==> src/sv/ffa_pkg.sv <==
// ----------------------------------------------------------------------------
// ffa_pkg
// shared types and constants of the first-fit free extent allocator
// ----------------------------------------------------------------------------
`default_nettype none

package ffa_pkg;

    localparam int TABLE_DEPTH = 32;
    localparam int UNIT_BITS   = 20;
    localparam int SIZE_W      = UNIT_BITS + 1;
    localparam int SUM_W       = SIZE_W + 1;
    localparam int IDX_W       = $clog2(TABLE_DEPTH);
    localparam int CNT_W       = IDX_W + 1;
    localparam int ADDR_W      = IDX_W + 1;
    localparam int EXT_W       = UNIT_BITS + SIZE_W;

    localparam logic [SIZE_W-1:0] POOL_RESET = SIZE_W'(200000);
    localparam logic [SIZE_W-1:0] UNIT_SPAN  = SIZE_W'(1) << UNIT_BITS;

    localparam logic KIND_ALLOC = 1'b0;
    localparam logic KIND_FREE  = 1'b1;

    typedef enum logic [1:0] {
        ST_OK     = 2'd0,
        ST_NO_FIT = 2'd1,
        ST_FULL   = 2'd2
    } t_status;

    typedef enum logic [1:0] {
        S_IDLE,
        S_SCAN,
        S_DONE
    } t_state;

    typedef struct packed {
        logic [UNIT_BITS-1:0] start;
        logic [SIZE_W-1:0]    size;
    } t_ext;

    typedef struct packed {
        logic              we;
        logic [ADDR_W-1:0] waddr;
        t_ext              wdata;
        logic [ADDR_W-1:0] raddr;
    } t_mem_req;

endpackage

`default_nettype wire

==> src/sv/ffa_req_if.sv <==
// ----------------------------------------------------------------------------
// ffa_req_if
// request channel: allocate or free one extent
// ----------------------------------------------------------------------------
`default_nettype none

interface ffa_req_if;
    logic                          valid;
    logic                          ready;
    logic                          kind;
    logic [ffa_pkg::UNIT_BITS-1:0] offset;
    logic [ffa_pkg::SIZE_W-1:0]    length;

    modport source (output valid, kind, offset, length, input ready);
    modport sink   (input valid, kind, offset, length, output ready);
endinterface

`default_nettype wire

==> src/sv/ffa_rsp_if.sv <==
// ----------------------------------------------------------------------------
// ffa_rsp_if
// response channel: status, allocated offset and free extent count
// ----------------------------------------------------------------------------
`default_nettype none

interface ffa_rsp_if;
    logic                          valid;
    logic                          ready;
    logic [1:0]                    status;
    logic [ffa_pkg::UNIT_BITS-1:0] offset_res;
    logic [ffa_pkg::CNT_W-1:0]     free_extents;

    modport source (output valid, status, offset_res, free_extents, input ready);
    modport sink   (input valid, status, offset_res, free_extents, output ready);
endinterface

`default_nettype wire

==> src/sv/first_fit_free_list_allocator_unit.sv <==
// ----------------------------------------------------------------------------
// first_fit_free_list_allocator_unit
// first-fit extent allocator with coalescing of freed extents
// ----------------------------------------------------------------------------
// usage
//   i_req carries one item: kind 0 allocates length units, kind 1 frees the
//   extent (offset, length). every item gives exactly one item on o_rsp:
//   status, the allocated offset and the number of free extents left.
//   i_cfg_we / i_cfg_data set the pool size and rebuild the table as one
//   extent starting at unit 0; write only while the block is idle.
// timing
//   the free extent table lives in a two-bank ram. every item streams the
//   current bank into the other one, one entry per cycle, then the banks
//   swap on success. the table holds at most 32 free extents, and the
//   next item can be accepted as soon as the result is loaded. one item
//   is in work at a time; i_req.ready is high only when idle.
// reset and stall
//   synchronous reset loads a pool of 200000 units as one extent. a result
//   waits in the output register while o_rsp.ready is low; the block can
//   take the next item meanwhile, and holds a finished item until the
//   output register frees up.
// ----------------------------------------------------------------------------
`default_nettype none

module first_fit_free_list_allocator_unit (
    input  wire logic                       i_clk,
    input  wire logic                       i_rst_n,
    ffa_req_if.sink                         i_req,
    ffa_rsp_if.source                       o_rsp,
    input  wire logic                       i_cfg_we,
    input  wire logic [ffa_pkg::SIZE_W-1:0] i_cfg_data
);

    ffa_pkg::t_mem_req                 mem_req;
    logic [ffa_pkg::EXT_W-1:0]         rdata_raw;
    ffa_pkg::t_ext                     rdata;
    logic                              seq_idle;
    logic                              seq_done;
    logic                              res_free;
    logic [1:0]                        seq_status;
    logic [ffa_pkg::UNIT_BITS-1:0]     seq_where;
    logic [ffa_pkg::CNT_W-1:0]         seq_count;
    logic                              accept;

    // output register
    logic                              r_valid;
    logic [1:0]                        r_status;
    logic [ffa_pkg::UNIT_BITS-1:0]     r_offset;
    logic [ffa_pkg::CNT_W-1:0]         r_extents;

    assign i_req.ready = seq_idle;
    assign accept      = i_req.valid && seq_idle;
    assign res_free    = !r_valid || o_rsp.ready;
    assign rdata       = ffa_pkg::t_ext'(rdata_raw);

    // extent table, bank bit on top of the entry index
    ffa_ram #(
        .ADDR_W (ffa_pkg::ADDR_W),
        .DATA_W (ffa_pkg::EXT_W)
    ) u_ram (
        .i_clk   (i_clk),
        .i_we    (mem_req.we),
        .i_waddr (mem_req.waddr),
        .i_wdata (mem_req.wdata),
        .i_raddr (mem_req.raddr),
        .o_rdata (rdata_raw)
    );

    ffa_seq u_seq (
        .i_clk      (i_clk),
        .i_rst_n    (i_rst_n),
        .i_start    (accept),
        .i_kind     (i_req.kind),
        .i_off      (i_req.offset),
        .i_len      (i_req.length),
        .i_cfg_we   (i_cfg_we),
        .i_cfg_data (i_cfg_data),
        .o_mem      (mem_req),
        .i_rdata    (rdata),
        .i_res_free (res_free),
        .o_idle     (seq_idle),
        .o_done     (seq_done),
        .o_status   (seq_status),
        .o_where    (seq_where),
        .o_count    (seq_count)
    );

    always_ff @(posedge i_clk) begin
        if (!i_rst_n) begin
            r_valid <= 1'b0;
        end else if (seq_done) begin
            r_valid <= 1'b1;
        end else if (o_rsp.ready) begin
            r_valid <= 1'b0;
        end
    end

    // payload only loads when a result completes
    always_ff @(posedge i_clk) begin
        if (seq_done) begin
            r_status  <= seq_status;
            r_offset  <= seq_where;
            r_extents <= seq_count;
        end
    end

    assign o_rsp.valid        = r_valid;
    assign o_rsp.status       = r_status;
    assign o_rsp.offset_res   = r_offset;
    assign o_rsp.free_extents = r_extents;

endmodule

`default_nettype wire

==> src/sv/ffa_ram.sv <==
// ----------------------------------------------------------------------------
// ffa_ram
// simple dual-port ram, one write and one registered read per cycle
// ----------------------------------------------------------------------------
`default_nettype none

module ffa_ram #(
    parameter int ADDR_W = 6,
    parameter int DATA_W = 41
) (
    input  wire logic              i_clk,
    input  wire logic              i_we,
    input  wire logic [ADDR_W-1:0] i_waddr,
    input  wire logic [DATA_W-1:0] i_wdata,
    input  wire logic [ADDR_W-1:0] i_raddr,
    output logic      [DATA_W-1:0] o_rdata
);

    logic [DATA_W-1:0] r_mem [2**ADDR_W];
    logic [DATA_W-1:0] r_rdata;

    always_ff @(posedge i_clk) begin
        if (i_we) begin
            r_mem[i_waddr] <= i_wdata;
        end
        r_rdata <= r_mem[i_raddr];
    end

    assign o_rdata = r_rdata;

endmodule

`default_nettype wire

==> src/sv/ffa_seq.sv <==
// ----------------------------------------------------------------------------
// ffa_seq
// table sequencer: streams the extent table from one bank into the other
// ----------------------------------------------------------------------------
`default_nettype none

module ffa_seq (
    input  wire logic                          i_clk,
    input  wire logic                          i_rst_n,
    input  wire logic                          i_start,
    input  wire logic                          i_kind,
    input  wire logic [ffa_pkg::UNIT_BITS-1:0] i_off,
    input  wire logic [ffa_pkg::SIZE_W-1:0]    i_len,
    input  wire logic                          i_cfg_we,
    input  wire logic [ffa_pkg::SIZE_W-1:0]    i_cfg_data,
    output ffa_pkg::t_mem_req                  o_mem,
    input  wire ffa_pkg::t_ext                 i_rdata,
    input  wire logic                          i_res_free,
    output logic                               o_idle,
    output logic                               o_done,
    output logic [1:0]                         o_status,
    output logic [ffa_pkg::UNIT_BITS-1:0]      o_where,
    output logic [ffa_pkg::CNT_W-1:0]          o_count
);

    localparam int UB = ffa_pkg::UNIT_BITS;
    localparam int SW = ffa_pkg::SIZE_W;
    localparam int CW = ffa_pkg::CNT_W;
    localparam int IW = ffa_pkg::IDX_W;
    localparam int PW = ffa_pkg::SUM_W - ffa_pkg::UNIT_BITS;
    localparam logic [CW-1:0] DEPTH_C = CW'(ffa_pkg::TABLE_DEPTH);

    ffa_pkg::t_state        r_state, n_state;
    logic                   r_bank, n_bank;
    logic [CW-1:0]          r_count, n_count;
    logic                   r_kind;
    logic [UB-1:0]          r_off;
    logic [SW-1:0]          r_len;
    logic [CW-1:0]          r_ptr, n_ptr;
    logic [CW-1:0]          r_wptr, n_wptr;
    logic                   r_ins, n_ins;
    logic                   r_have, n_have;
    ffa_pkg::t_ext          r_cur, n_cur;
    logic                   r_found, n_found;
    logic [UB-1:0]          r_where, n_where;

    ffa_pkg::t_ext          el;
    ffa_pkg::t_ext          emit_data;
    logic                   emit;
    logic                   at_end;
    logic [ffa_pkg::SUM_W-1:0] cur_end;
    logic [ffa_pkg::SUM_W-1:0] sum;
    logic [SW-1:0]          pool;

    always_ff @(posedge i_clk) begin
        if (!i_rst_n) begin
            r_state <= ffa_pkg::S_IDLE;
            r_bank  <= 1'b0;
            r_count <= CW'(1);
            r_ptr   <= '0;
            r_wptr  <= '0;
            r_ins   <= 1'b0;
            r_have  <= 1'b0;
            r_found <= 1'b0;
        end else begin
            r_state <= n_state;
            r_bank  <= n_bank;
            r_count <= n_count;
            r_ptr   <= n_ptr;
            r_wptr  <= n_wptr;
            r_ins   <= n_ins;
            r_have  <= n_have;
            r_found <= n_found;
        end
    end

    always_ff @(posedge i_clk) begin
        if (i_start) begin
            r_kind <= i_kind;
            r_off  <= i_off;
            r_len  <= i_len;
        end
        r_cur   <= n_cur;
        r_where <= n_where;
    end

    always_comb begin
        n_state  = r_state;
        n_bank   = r_bank;
        n_count  = r_count;
        n_ptr    = r_ptr;
        n_wptr   = r_wptr;
        n_ins    = r_ins;
        n_have   = r_have;
        n_cur    = r_cur;
        n_found  = r_found;
        n_where  = r_where;
        el       = i_rdata;
        emit     = 1'b0;
        emit_data = r_cur;
        at_end   = (r_ptr == r_count);
        cur_end  = {PW'(0), r_cur.start} + {1'b0, r_cur.size};
        sum      = {1'b0, r_cur.size} + {1'b0, i_rdata.size};
        pool     = (i_cfg_data > ffa_pkg::UNIT_SPAN) ? ffa_pkg::UNIT_SPAN : i_cfg_data;
        o_idle   = (r_state == ffa_pkg::S_IDLE);
        o_done   = 1'b0;
        o_status = ffa_pkg::ST_OK;
        o_where  = '0;
        o_count  = r_count;
        o_mem    = '0;
        o_mem.raddr = {r_bank, IW'(0)};

        case (r_state)
            ffa_pkg::S_IDLE: begin
                if (i_cfg_we) begin
                    o_mem.we    = 1'b1;
                    o_mem.waddr = {r_bank, IW'(0)};
                    o_mem.wdata = '{start: '0, size: pool};
                    n_count     = (pool == '0) ? '0 : CW'(1);
                end
                if (i_start) begin
                    n_state = ffa_pkg::S_SCAN;
                    n_ptr   = '0;
                    n_wptr  = '0;
                    n_ins   = 1'b0;
                    n_have  = 1'b0;
                    n_found = 1'b0;
                    n_where = '0;
                end
            end
            ffa_pkg::S_SCAN: begin
                if (r_kind == ffa_pkg::KIND_FREE) begin
                    if (!r_ins && (at_end || i_rdata.start > r_off)) begin
                        el    = '{start: r_off, size: r_len};
                        n_ins = 1'b1;
                    end else if (!at_end) begin
                        n_ptr = r_ptr + CW'(1);
                    end
                    if (at_end && r_ins) begin
                        // drain the merge accumulator
                        emit    = r_have;
                        n_state = ffa_pkg::S_DONE;
                    end else begin
                        sum = {1'b0, r_cur.size} + {1'b0, el.size};
                        if (!r_have) begin
                            n_cur  = el;
                            n_have = 1'b1;
                        end else if (cur_end == {PW'(0), el.start}) begin
                            n_cur.size = sum[SW] ? '1 : sum[SW-1:0];
                        end else begin
                            emit  = 1'b1;
                            n_cur = el;
                        end
                    end
                end else begin
                    if (at_end) begin
                        n_state = ffa_pkg::S_DONE;
                    end else begin
                        n_ptr = r_ptr + CW'(1);
                        emit_data = i_rdata;
                        emit      = 1'b1;
                        if (!r_found && r_len != '0 && i_rdata.size >= r_len) begin
                            n_found = 1'b1;
                            n_where = i_rdata.start;
                            // exact fit drops the extent, otherwise it shrinks
                            emit    = (i_rdata.size != r_len);
                            emit_data.start = i_rdata.start + r_len[UB-1:0];
                            emit_data.size  = i_rdata.size - r_len;
                        end
                    end
                end
                if (emit) begin
                    n_wptr = r_wptr + CW'(1);
                    if (r_wptr < DEPTH_C) begin
                        o_mem.we    = 1'b1;
                        o_mem.waddr = {~r_bank, r_wptr[IW-1:0]};
                        o_mem.wdata = emit_data;
                    end
                end
                o_mem.raddr = {r_bank, n_ptr[IW-1:0]};
            end
            ffa_pkg::S_DONE: begin
                if (r_kind == ffa_pkg::KIND_FREE) begin
                    if (r_len == '0) begin
                        o_status = ffa_pkg::ST_OK;
                    end else if (r_wptr > DEPTH_C) begin
                        o_status = ffa_pkg::ST_FULL;
                    end else begin
                        o_status = ffa_pkg::ST_OK;
                        o_count  = r_wptr;
                    end
                end else begin
                    if (r_found) begin
                        o_status = ffa_pkg::ST_OK;
                        o_where  = r_where;
                        o_count  = r_wptr;
                    end else begin
                        o_status = ffa_pkg::ST_NO_FIT;
                    end
                end
                if (i_res_free) begin
                    o_done  = 1'b1;
                    n_state = ffa_pkg::S_IDLE;
                    if (o_count != r_count || o_status == ffa_pkg::ST_OK) begin
                        if (!(r_kind == ffa_pkg::KIND_FREE && r_len == '0)) begin
                            n_bank = (o_status == ffa_pkg::ST_OK) ? ~r_bank : r_bank;
                        end
                    end
                    n_count = o_count;
                end
            end
            default: begin
                n_state = ffa_pkg::S_IDLE;
            end
        endcase

        if (!i_rst_n) begin
            o_mem.we    = 1'b1;
            o_mem.waddr = '0;
            o_mem.wdata = '{start: '0, size: ffa_pkg::POOL_RESET};
        end
    end

    a_wptr_bound: assert property (@(posedge i_clk) disable iff (!i_rst_n)
        r_wptr <= DEPTH_C + CW'(1))
        else $error("write pointer ran past the spare entry");

    a_count_bound: assert property (@(posedge i_clk) disable iff (!i_rst_n)
        r_count <= DEPTH_C)
        else $error("extent count above table depth");

    a_idle_quiet: assert property (@(posedge i_clk) disable iff (!i_rst_n)
        (r_state == ffa_pkg::S_IDLE && !i_cfg_we) |-> !o_mem.we)
        else $error("table written while idle");

    a_done_idle: assert property (@(posedge i_clk) disable iff (!i_rst_n)
        o_done |=> r_state == ffa_pkg::S_IDLE)
        else $error("sequencer not idle after result");

endmodule

`default_nettype wire
==> src/flat_wrapper.sv <==
// flat-port wrapper written by rule: the top's interface ports become plain ports
module first_fit_free_list_allocator_unit_flat 
  (i_clk, i_rst_n, i_cfg_we, i_cfg_data, i_req_valid, i_req_kind, i_req_offset, i_req_length, i_req_ready, o_rsp_valid, o_rsp_status, o_rsp_offset_res, o_rsp_free_extents, o_rsp_ready);
  ffa_req_if i_req_i ();
  ffa_rsp_if o_rsp_i ();
  input  wire logic i_clk;
  input  wire logic i_rst_n;
  input  wire logic i_cfg_we;
  input  wire logic [ffa_pkg::SIZE_W-1:0] i_cfg_data;
  input wire logic [$bits(i_req_i.valid)-1:0] i_req_valid;
  input wire logic [$bits(i_req_i.kind)-1:0] i_req_kind;
  input wire logic [$bits(i_req_i.offset)-1:0] i_req_offset;
  input wire logic [$bits(i_req_i.length)-1:0] i_req_length;
  output wire logic [$bits(i_req_i.ready)-1:0] i_req_ready;
  output wire logic [$bits(o_rsp_i.valid)-1:0] o_rsp_valid;
  output wire logic [$bits(o_rsp_i.status)-1:0] o_rsp_status;
  output wire logic [$bits(o_rsp_i.offset_res)-1:0] o_rsp_offset_res;
  output wire logic [$bits(o_rsp_i.free_extents)-1:0] o_rsp_free_extents;
  input wire logic [$bits(o_rsp_i.ready)-1:0] o_rsp_ready;
  assign i_req_i.valid = i_req_valid;
  assign i_req_i.kind = i_req_kind;
  assign i_req_i.offset = i_req_offset;
  assign i_req_i.length = i_req_length;
  assign i_req_ready = i_req_i.ready;
  assign o_rsp_valid = o_rsp_i.valid;
  assign o_rsp_status = o_rsp_i.status;
  assign o_rsp_offset_res = o_rsp_i.offset_res;
  assign o_rsp_free_extents = o_rsp_i.free_extents;
  assign o_rsp_i.ready = o_rsp_ready;
  first_fit_free_list_allocator_unit u_core (.i_clk(i_clk), .i_rst_n(i_rst_n), .i_req(i_req_i), .o_rsp(o_rsp_i), .i_cfg_we(i_cfg_we), .i_cfg_data(i_cfg_data));
endmodule
==> config.mk <==
export PLATFORM = sky130hd
export DESIGN_NAME = first_fit_free_list_allocator_unit_flat
export DESIGN_NICKNAME = d
export VERILOG_FILES = /design/src/sv/ffa_pkg.sv /design/src/sv/ffa_req_if.sv /design/src/sv/ffa_rsp_if.sv /design/src/sv/first_fit_free_list_allocator_unit.sv /design/src/sv/ffa_ram.sv /design/src/sv/ffa_seq.sv /design/src/flat_wrapper.sv
export SDC_FILE = /design/constraint.sdc
export NUM_CORES = 2
export LEC_CHECK = 0
export ABC_AREA = 1
export BUFFER_PORTS_ARGS = -buffer_cell sky130_fd_sc_hd__buf_2
export CORE_ASPECT_RATIO = 1.1
export CORE_MARGIN = 2
export CORE_UTILIZATION = 40
export DETAILED_ROUTE_END_ITERATION = 12
export GPL_TIMING_DRIVEN = 1
export HOLD_SLACK_MARGIN = 0.02
export PLACE_DENSITY = 0.61
export SLEW_MARGIN = 5
export SYNTH_ARGS = -nofsm -noshare
export SYNTH_HDL_FRONTEND = slang
export SYNTH_SLANG_ARGS = --single-unit
==> constraint.sdc <==
create_clock -name i_clk -period 8.8 [get_ports i_clk]
set_clock_uncertainty 0.05 [all_clocks]
set_input_delay 1.76 -clock i_clk [delete_from_list [all_inputs] [get_ports i_clk]]
set_output_delay 1.76 -clock i_clk [all_outputs]
set_load 0.03 [all_outputs]
### Word level (Yosys, flattened, before mapping)

Memories as Yosys holds them, arrays and structs flattened. A register that Yosys moved wholly into a read port is not among the register bits.
Cells that the tools add are included.
W data, S select, Z words.

| operators by class | value |
|---|---|
| add/subtract/negate cells | 6 |
| order comparisons | 5 |
| eq/ne operators | 20 |
| mux-type cells | 74 |
| bitwise gates (word level) | 5 |
| reductions and logical operators | 32 |

Operators by type and width:

| cell | number |
|---|---|
| $mux W41 | 7 |
| $mux W48 | 4 |
| $mux W20 | 5 |
| $pmux W48 S2 | 1 |
| $mux W6 | 13 |
| $mux W21 | 3 |
| $logic_not A21 Y1 | 2 |
| $pmux W20 S2 | 1 |
| $pmux W6 S2 | 3 |
| $mux W1 | 23 |
| $add A20 B21 Y22 | 1 |
| $add A21 B21 Y22 | 1 |
| $eq A22 B20 Y1 | 1 |
| $ge A21 B21 Y1 | 1 |
| $gt A21 B21 Y1 const B | 1 |
| $ne A21 B21 Y1 | 1 |
| $reduce_bool A21 Y1 | 1 |
| $sub A21 B21 Y21 | 1 |
| $add A20 B20 Y20 | 1 |
| $gt A20 B20 Y1 | 1 |
| $ne A2 B2 Y1 const B | 10 |
| $mux W2 | 9 |
| $reduce_and A4 Y1 | 4 |
| $add A6 B1 Y6 const B | 2 |
| other kinds (21) | 45 |

| storage, ports and cells | value |
|---|---|
| flip-flop bits (word level) | 156 |
| memory bits (writable) | 2624 |
| input bits | 68 |
| memories kept | 1 |

Memories:

| memory | words | width | read ports | clocked after Yosys merged registers in | wr ports | RTL line | source |
|---|---|---|---|---|---|---|---|
| u_core.u_ram.r_mem | 64 | 41 | 1 | 1 | 1 | ffa_ram.sv:19 | `logic [DATA_W-1:0] r_mem [2**ADDR_W];` |

### Logic depth before layout (Yosys ltp)

| logic depth | value |
|---|---|
| depth after elaboration | 17 |
| mapped depth | 35 |
| gate-level depth less buffers | 32 |

### By module

A second synthesis with hierarchy kept.

| second synthesis, totals | value |
|---|---|
| cell total of the unflattened synthesis | 10401 |
| area, all modules | 119151.8 µm² |

Modules (own cells, without submodules):

| module | times used | cells an instance | area each (µm²) |
|---|---|---|---|
| ffa_ram | 1 | 8641 | 106140.5 |
| ffa_seq | 1 | 1724 | 12116.6 |
| first_fit_free_list_allocator_unit | 1 | 36 | 894.6 |

### Worst setup path before layout

Ideal clock, no wire load.

| path | value |
|---|---|
| kind | input to register |
| start | input port i_cfg_data[1] (netlist bit) |
| end | memory u_core.u_ram.r_mem[0][12] (data pin) |
| setup time | 0.548 ns |
| data arrival time | 4.990 ns |
| setup slack | 3.212 ns |
| stages on the path | 9 |
| path buffers | 1 |
| cell sequence | or4_1 inv_1 nand3_1 o21ai_0 inv_1 nor2_1 clkbuf_1 nand2_1 a21oi_1 |

RTL lines:

| item | RTL line | source |
|---|---|---|
| from (decl) | flat_wrapper.sv:9 | `input wire logic [ffa_pkg::SIZE_W-1:0] i_cfg_data;` |
| to (decl) | ffa_ram.sv:19 |  |

### Worst setup path after layout

| path | value |
|---|---|
| start | register u_core.u_seq.r_off[17] |
| end | memory u_core.u_ram.r_mem[53][10] (enable) |

| on the way | value |
|---|---|
| word-level cells in the longest chain between the ends | 17 |

Ends and longest elaborated chain:

| item | RTL line | source |
|---|---|---|
| from (decl) | ffa_seq.sv:37 | `logic [UB-1:0] r_off;` |
| from (signal assigned) | ffa_seq.sv:80 | `r_off <= i_off;` |
| $gt A20 B20 Y1 | ffa_seq.sv:133 | `if (!r_ins && (at_end \|\| i_rdata.start > r_off)) begin` |
| $logic_or A1 B1 Y1 | ffa_seq.sv:133 |  |
| $logic_and A1 B1 Y1 | ffa_seq.sv:133 |  |
| $mux W41 (*) | ffa_seq.sv:133 |  |
| $mux W41 (*) | ffa_seq.sv:132 | `if (r_kind == ffa_pkg::KIND_FREE) begin` |
| $mux W41 (*) | ffa_seq.sv:113 | `case (r_state)` |
| $eq A22 B20 Y1 (*) | ffa_seq.sv:148 | `end else if (cur_end == {PW'(0), el.start}) begin` |
| $mux W1 (*) | ffa_seq.sv:148 |  |
| $mux W1 (*) | ffa_seq.sv:145 | `if (!r_have) begin` |
| $mux W1 (*) | ffa_seq.sv:139 | `if (at_end && r_ins) begin` |
| $mux W1 (*) | ffa_seq.sv:132 |  |
| $mux W1 (*) | ffa_seq.sv:113 |  |
| $mux W48 (*) | ffa_seq.sv:172 | `if (emit) begin` |
| $pmux W48 S2 (*) | ffa_seq.sv:113 |  |
| $mux W48 (*) | ffa_seq.sv:217 | `if (!i_rst_n) begin` |
| $mux W1 | ffa_ram.sv:23 | `if (i_we) begin` |
| $mux W1 (implied by the code) | ffa_ram.sv:24 | `r_mem[i_waddr] <= i_wdata;` |

Every way passes the cells marked *; elsewhere a longest branch is shown, timed or not. The select of a mux whose other input is x is not followed.

==> run summary <==
outcome - complete, no violations
Clock Tree Root - clkbuf_16
sequential share of power - 35.1%
metal3 WL - 36870 um
# IOs - 98
fraction of the cycle the final worst path needs - 74.03%
hold path start - u_core.u_seq.r_ptr[2]$_SDFFE_PN0P_
Reg2Reg Setup Slack - 2.29 ns
Post-Layout Cell Count - 13.52k
Comb pwr share - 39.1%
share of layout cells above drive strength 1 - 9.291%
share of the synthesized area in the top cell type - 70.85%
routed vias - 79.92k
vias in the first global route - 75.46k
top sig layer - met5
critical path's top delay family - simple AND/OR/NAND/NOR gates
worst hold path type - reg2reg
worst slack at placement - 2.427 ns
Async SR Flop Fraction - 0%
minimum clock period - 6.514 ns
WL per Instance - 27.63 um
post-synthesis mux area share - 0%
insertion delay to the later sink of the worst-skew pair - 0.89 ns
Metal-1 WL - 148900 um
GP Congestion - 0.9481
die height - 570.7 um
number of setup buffers added after CTS - 0
worst hold path depth - 2
Synth area leader - edfxtp_1
GRT Total Usage - 24.43%
top post-synthesis cells by area - edfxtp_1, o21ai_0, nor2_1
Arr. time, crit path - 6.99 ns
synthesized net count - 9615
Final ANT Viol Nets - 0
leak pwr - 44.26 nW
total gr overflow - 0
RR Startpoint - u_core.u_seq.r_off[17]$_DFFE_PP_
Seq/Total Area, Yosys - 71.98%
Worst EP required - 9.28 ns
post-synthesis simple-gate area fraction - 11.51%
reg2reg end - u_core.u_ram.r_mem[53][10]$_DFFE_PP_
setup violators final - 0
Post-synth EDFFs - 2755
actual slew at the worst max-slew pin - 1.439 ns
xor/xnor share of the synthesized area - 0.5101%
Internal - 0.02739 W
Hold-fix buffers, CTS - 0
post-synthesis cell type count - 64
CTS tree - done
initial antenna violation count - 25
CTS Buf Count - 296
clk buf depth - 4
Met2 Wirelength - 166800 um
Fill cells - 25.87k
Detailed Place HPWL - 219500 um
Hold Path End - u_core.u_seq.r_ptr[2]$_SDFFE_PN0P_
Crit Path Max Fanout - 68
DR DRC count - 0
largest family of logic cells by synthesized area - compound AO/OA/AOI/OAI gates
VDD IR max - 0.0002923 V
Post-Route WL - 373500 um
unrepaired setup endpoints after global routing - false
Fmax - 153.5 MHz
Synth-to-Final Area Change - 12.38%
Core Area - 291200 um^2
Pwr per Cell Area - 355.2 nW/um^2
fin worst setup slack - 2.286 ns
Post-Syn Instances - 9439
Syn Area/Cell - 12.37 um^2
post-synthesis adder-cell area fraction - 1.183%
setup_tns - 0 ns
std cell rows - 208
DR pass1 iterations - 8
DR vias/cell - 5.913
switch share - 41.23%
clock power share - 25.9%
largest net degree at the start of global routing - 195
Slew Limit Fails - 0
Critical Path Slowest Stage Cell - nand4_1
Initial Util - 40.09%
port bufs - 97
CTS sink cnt - 2821
Sw Pwr - 0.01921 W
nets - 9581
startpoint types - register
Die W - 519.1 um
Fin. Hold Viols - 0
Mapped Area - 116800 um^2
CTS clk-pin slew, worst paths - 0.06 ns
slowest cell delay on critical path - 0.73 ns
worst reg-to-reg path cell count - 27
first-pass GRT wire length - 534400 um
synth warn - 0
most frequent CP cell - nand2_1
Synth Area in Compound Gates - 11.70%
max_slew headroom - 4.050%
drt initial violations - 11.13k
FF+latch count, synth - 2821
max-cap violations - 0
WS Path Type - reg2reg
ys flop type - edfxtp_1
H-tree levels - 5
die area - 296200 um^2
buffers and inverters on the worst path - 4
post-CTS sizing - 0
Critical Path Sink Type - register
DP Cell Count - 12.99k
[metal layers]
layer	global-route usage (%)	up-vias
met5	0	-
met4	12.50	4
met3	4.440	680
met2	37.25	4371
met1	33.50	40109
li1	-	34756
[power by group through the flow]
stage	sequential [W]	clock [W]	combinational, W
CTS	0.0163	0.0122	0.0178
floorplan	0.0165	0	0.0111
global route	0.0164	0.0127	0.0195
detailed placement	0.0166	0	0.0177
finish	0.0163	0.0121	0.0182
global placement	0.0166	0	0.0177
[tightest hold or removal path: stages, from the launching register on]
cell and delay, ns:
dfxtp_1 0.32, nand2_1 0.06, a21oi_1 0.05
[sequential cells by signal, indices dropped and copies added (netlist names)]
| register | cells |
|---|---|
| u_core.o_rsp.free_extents | 6 |
| u_core.o_rsp.offset_res | 20 |
| u_core.o_rsp.status | 2 |
| u_core.o_rsp.valid | 1 |
| u_core.u_ram.o_rdata | 41 |
| u_core.u_ram.r_mem | 2624 |
| u_core.u_seq.r_bank | 1 |
| u_core.u_seq.r_count | 6 |
| u_core.u_seq.r_cur | 41 |
| u_core.u_seq.r_found | 1 |
| u_core.u_seq.r_have | 1 |
| u_core.u_seq.r_ins | 1 |
| u_core.u_seq.r_kind | 1 |
| u_core.u_seq.r_len | 21 |
| u_core.u_seq.r_off | 20 |
| u_core.u_seq.r_ptr | 6 |
| u_core.u_seq.r_state | 2 |
| u_core.u_seq.r_where | 20 |
| u_core.u_seq.r_wptr | 6 |
[Yosys cell counts (all sizes together), types with 4 or more instances]
library cell and count:
a211oi 11, nor2 1620, buf 245, nand3 557, nand3b 12, nand4 27, a21boi 4, or2 8
nand2 1000, nor4 8, edfxtp 2755, a21o 8, a31oi 8, a22oi 10, inv 239, a21oi 163
dfxtp 66, o211ai 111, o221ai 297, nor3 17, xor2 38, o21a 11, clkbuf 377, o22ai 292
o21ai 1396, xnor2 30, ha 104, fa 4
[cell type report]
class | count | area, um^2 | share of cell area [%]
clock buffers | 384 | 8020 | 6.112
flip-flops and latches | 2821 | 84050 | 64.06
clock inverters | 131 | 1094 | 0.8334
multi-input cells | 5754 | 29950 | 22.83
well taps | 3885 | 4861 | 3.705
inverters | 242 | 955.9 | 0.7285
diodes | 9 | 22.52 | 0.01716
repair buffers | 290 | 2260 | 1.722
[layout by cell type (no fill, tap or decap), types with 15 or more instances in the layout]
cell       netlist  layout
clkbuf_1       376      71
o21ai_1        162     162
bufinv_16        0      15
nor2_4           3      83
buf_2          174      97
nor2_1        1614    1532
buf_4           21     167
clkinv_1         2      48
o211ai_1       110     110
edfxtp_1      2755    2755
nor3_1          16      15
clkbuf_16        0     306
dfxtp_1         66      65
xnor2_1         30      30
nand3_1        541     540
buf_12           1      26
nand4_1         24      24
o21ai_0       1234    1234
clkinv_2         1      42
ha_1           104     104
o22ai_1        282     282
nand2_2         20      20
inv_2           17      20
o221ai_1       297     297
nand2_1        973     973
a21oi_4          0      21
xor2_1          38      38
a21oi_1        163     142
inv_1          221     216
[cell families after synthesis]
| family | count (synthesis) |
|---|---|
| and+or+nand+nor | 3252 |
| buffers and inverters | 864 |
| DFF | 2821 |
| xor gates and xnor gates | 68 |
| adders and majority gates | 108 |
| AOI/OAI and AO/OA | 2326 |
[worst max-delay path by stage]
stage                                startpoint                                   end  slack [ns]  cells after the start
5_1_grt        u_core.u_seq.r_off[17]$_DFFE_PP_  u_core.u_ram.r_mem[53][10]$_DFFE_PP_        2.03                     27
6_report       u_core.u_seq.r_off[17]$_DFFE_PP_  u_core.u_ram.r_mem[53][10]$_DFFE_PP_        2.29                     27
2_1_floorplan                     i_cfg_data[1]   u_core.u_ram.r_mem[0][12]$_DFFE_PP_        3.21                      9
3_3_place_gp   u_core.u_seq.r_off[17]$_DFFE_PP_  u_core.u_ram.r_mem[53][13]$_DFFE_PP_        2.45                     27
4_1_cts        u_core.u_ram.o_rdata[32]$_DFF_P_  u_core.u_ram.r_mem[53][10]$_DFFE_PP_        2.43                     25
3_5_place_dp   u_core.u_ram.o_rdata[32]$_DFF_P_  u_core.u_ram.r_mem[53][13]$_DFFE_PP_        2.43                     25
[through the flow]
step                utilization [%]  area, um^2  hold WS, ns  power, W
finish                        45.06      131200       0.4363   0.04661
global route                  45.05      131200       0.4797   0.04855
CTS                           45.05      131200       0.4383   0.04634
detailed placement            41.92      122100       0.4287   0.03435
global placement              41.92      122100       0.4245   0.03426
floorplan                         -      116800       0.4084   0.02750
Note: power is estimated with default switching activity, not from simulation.
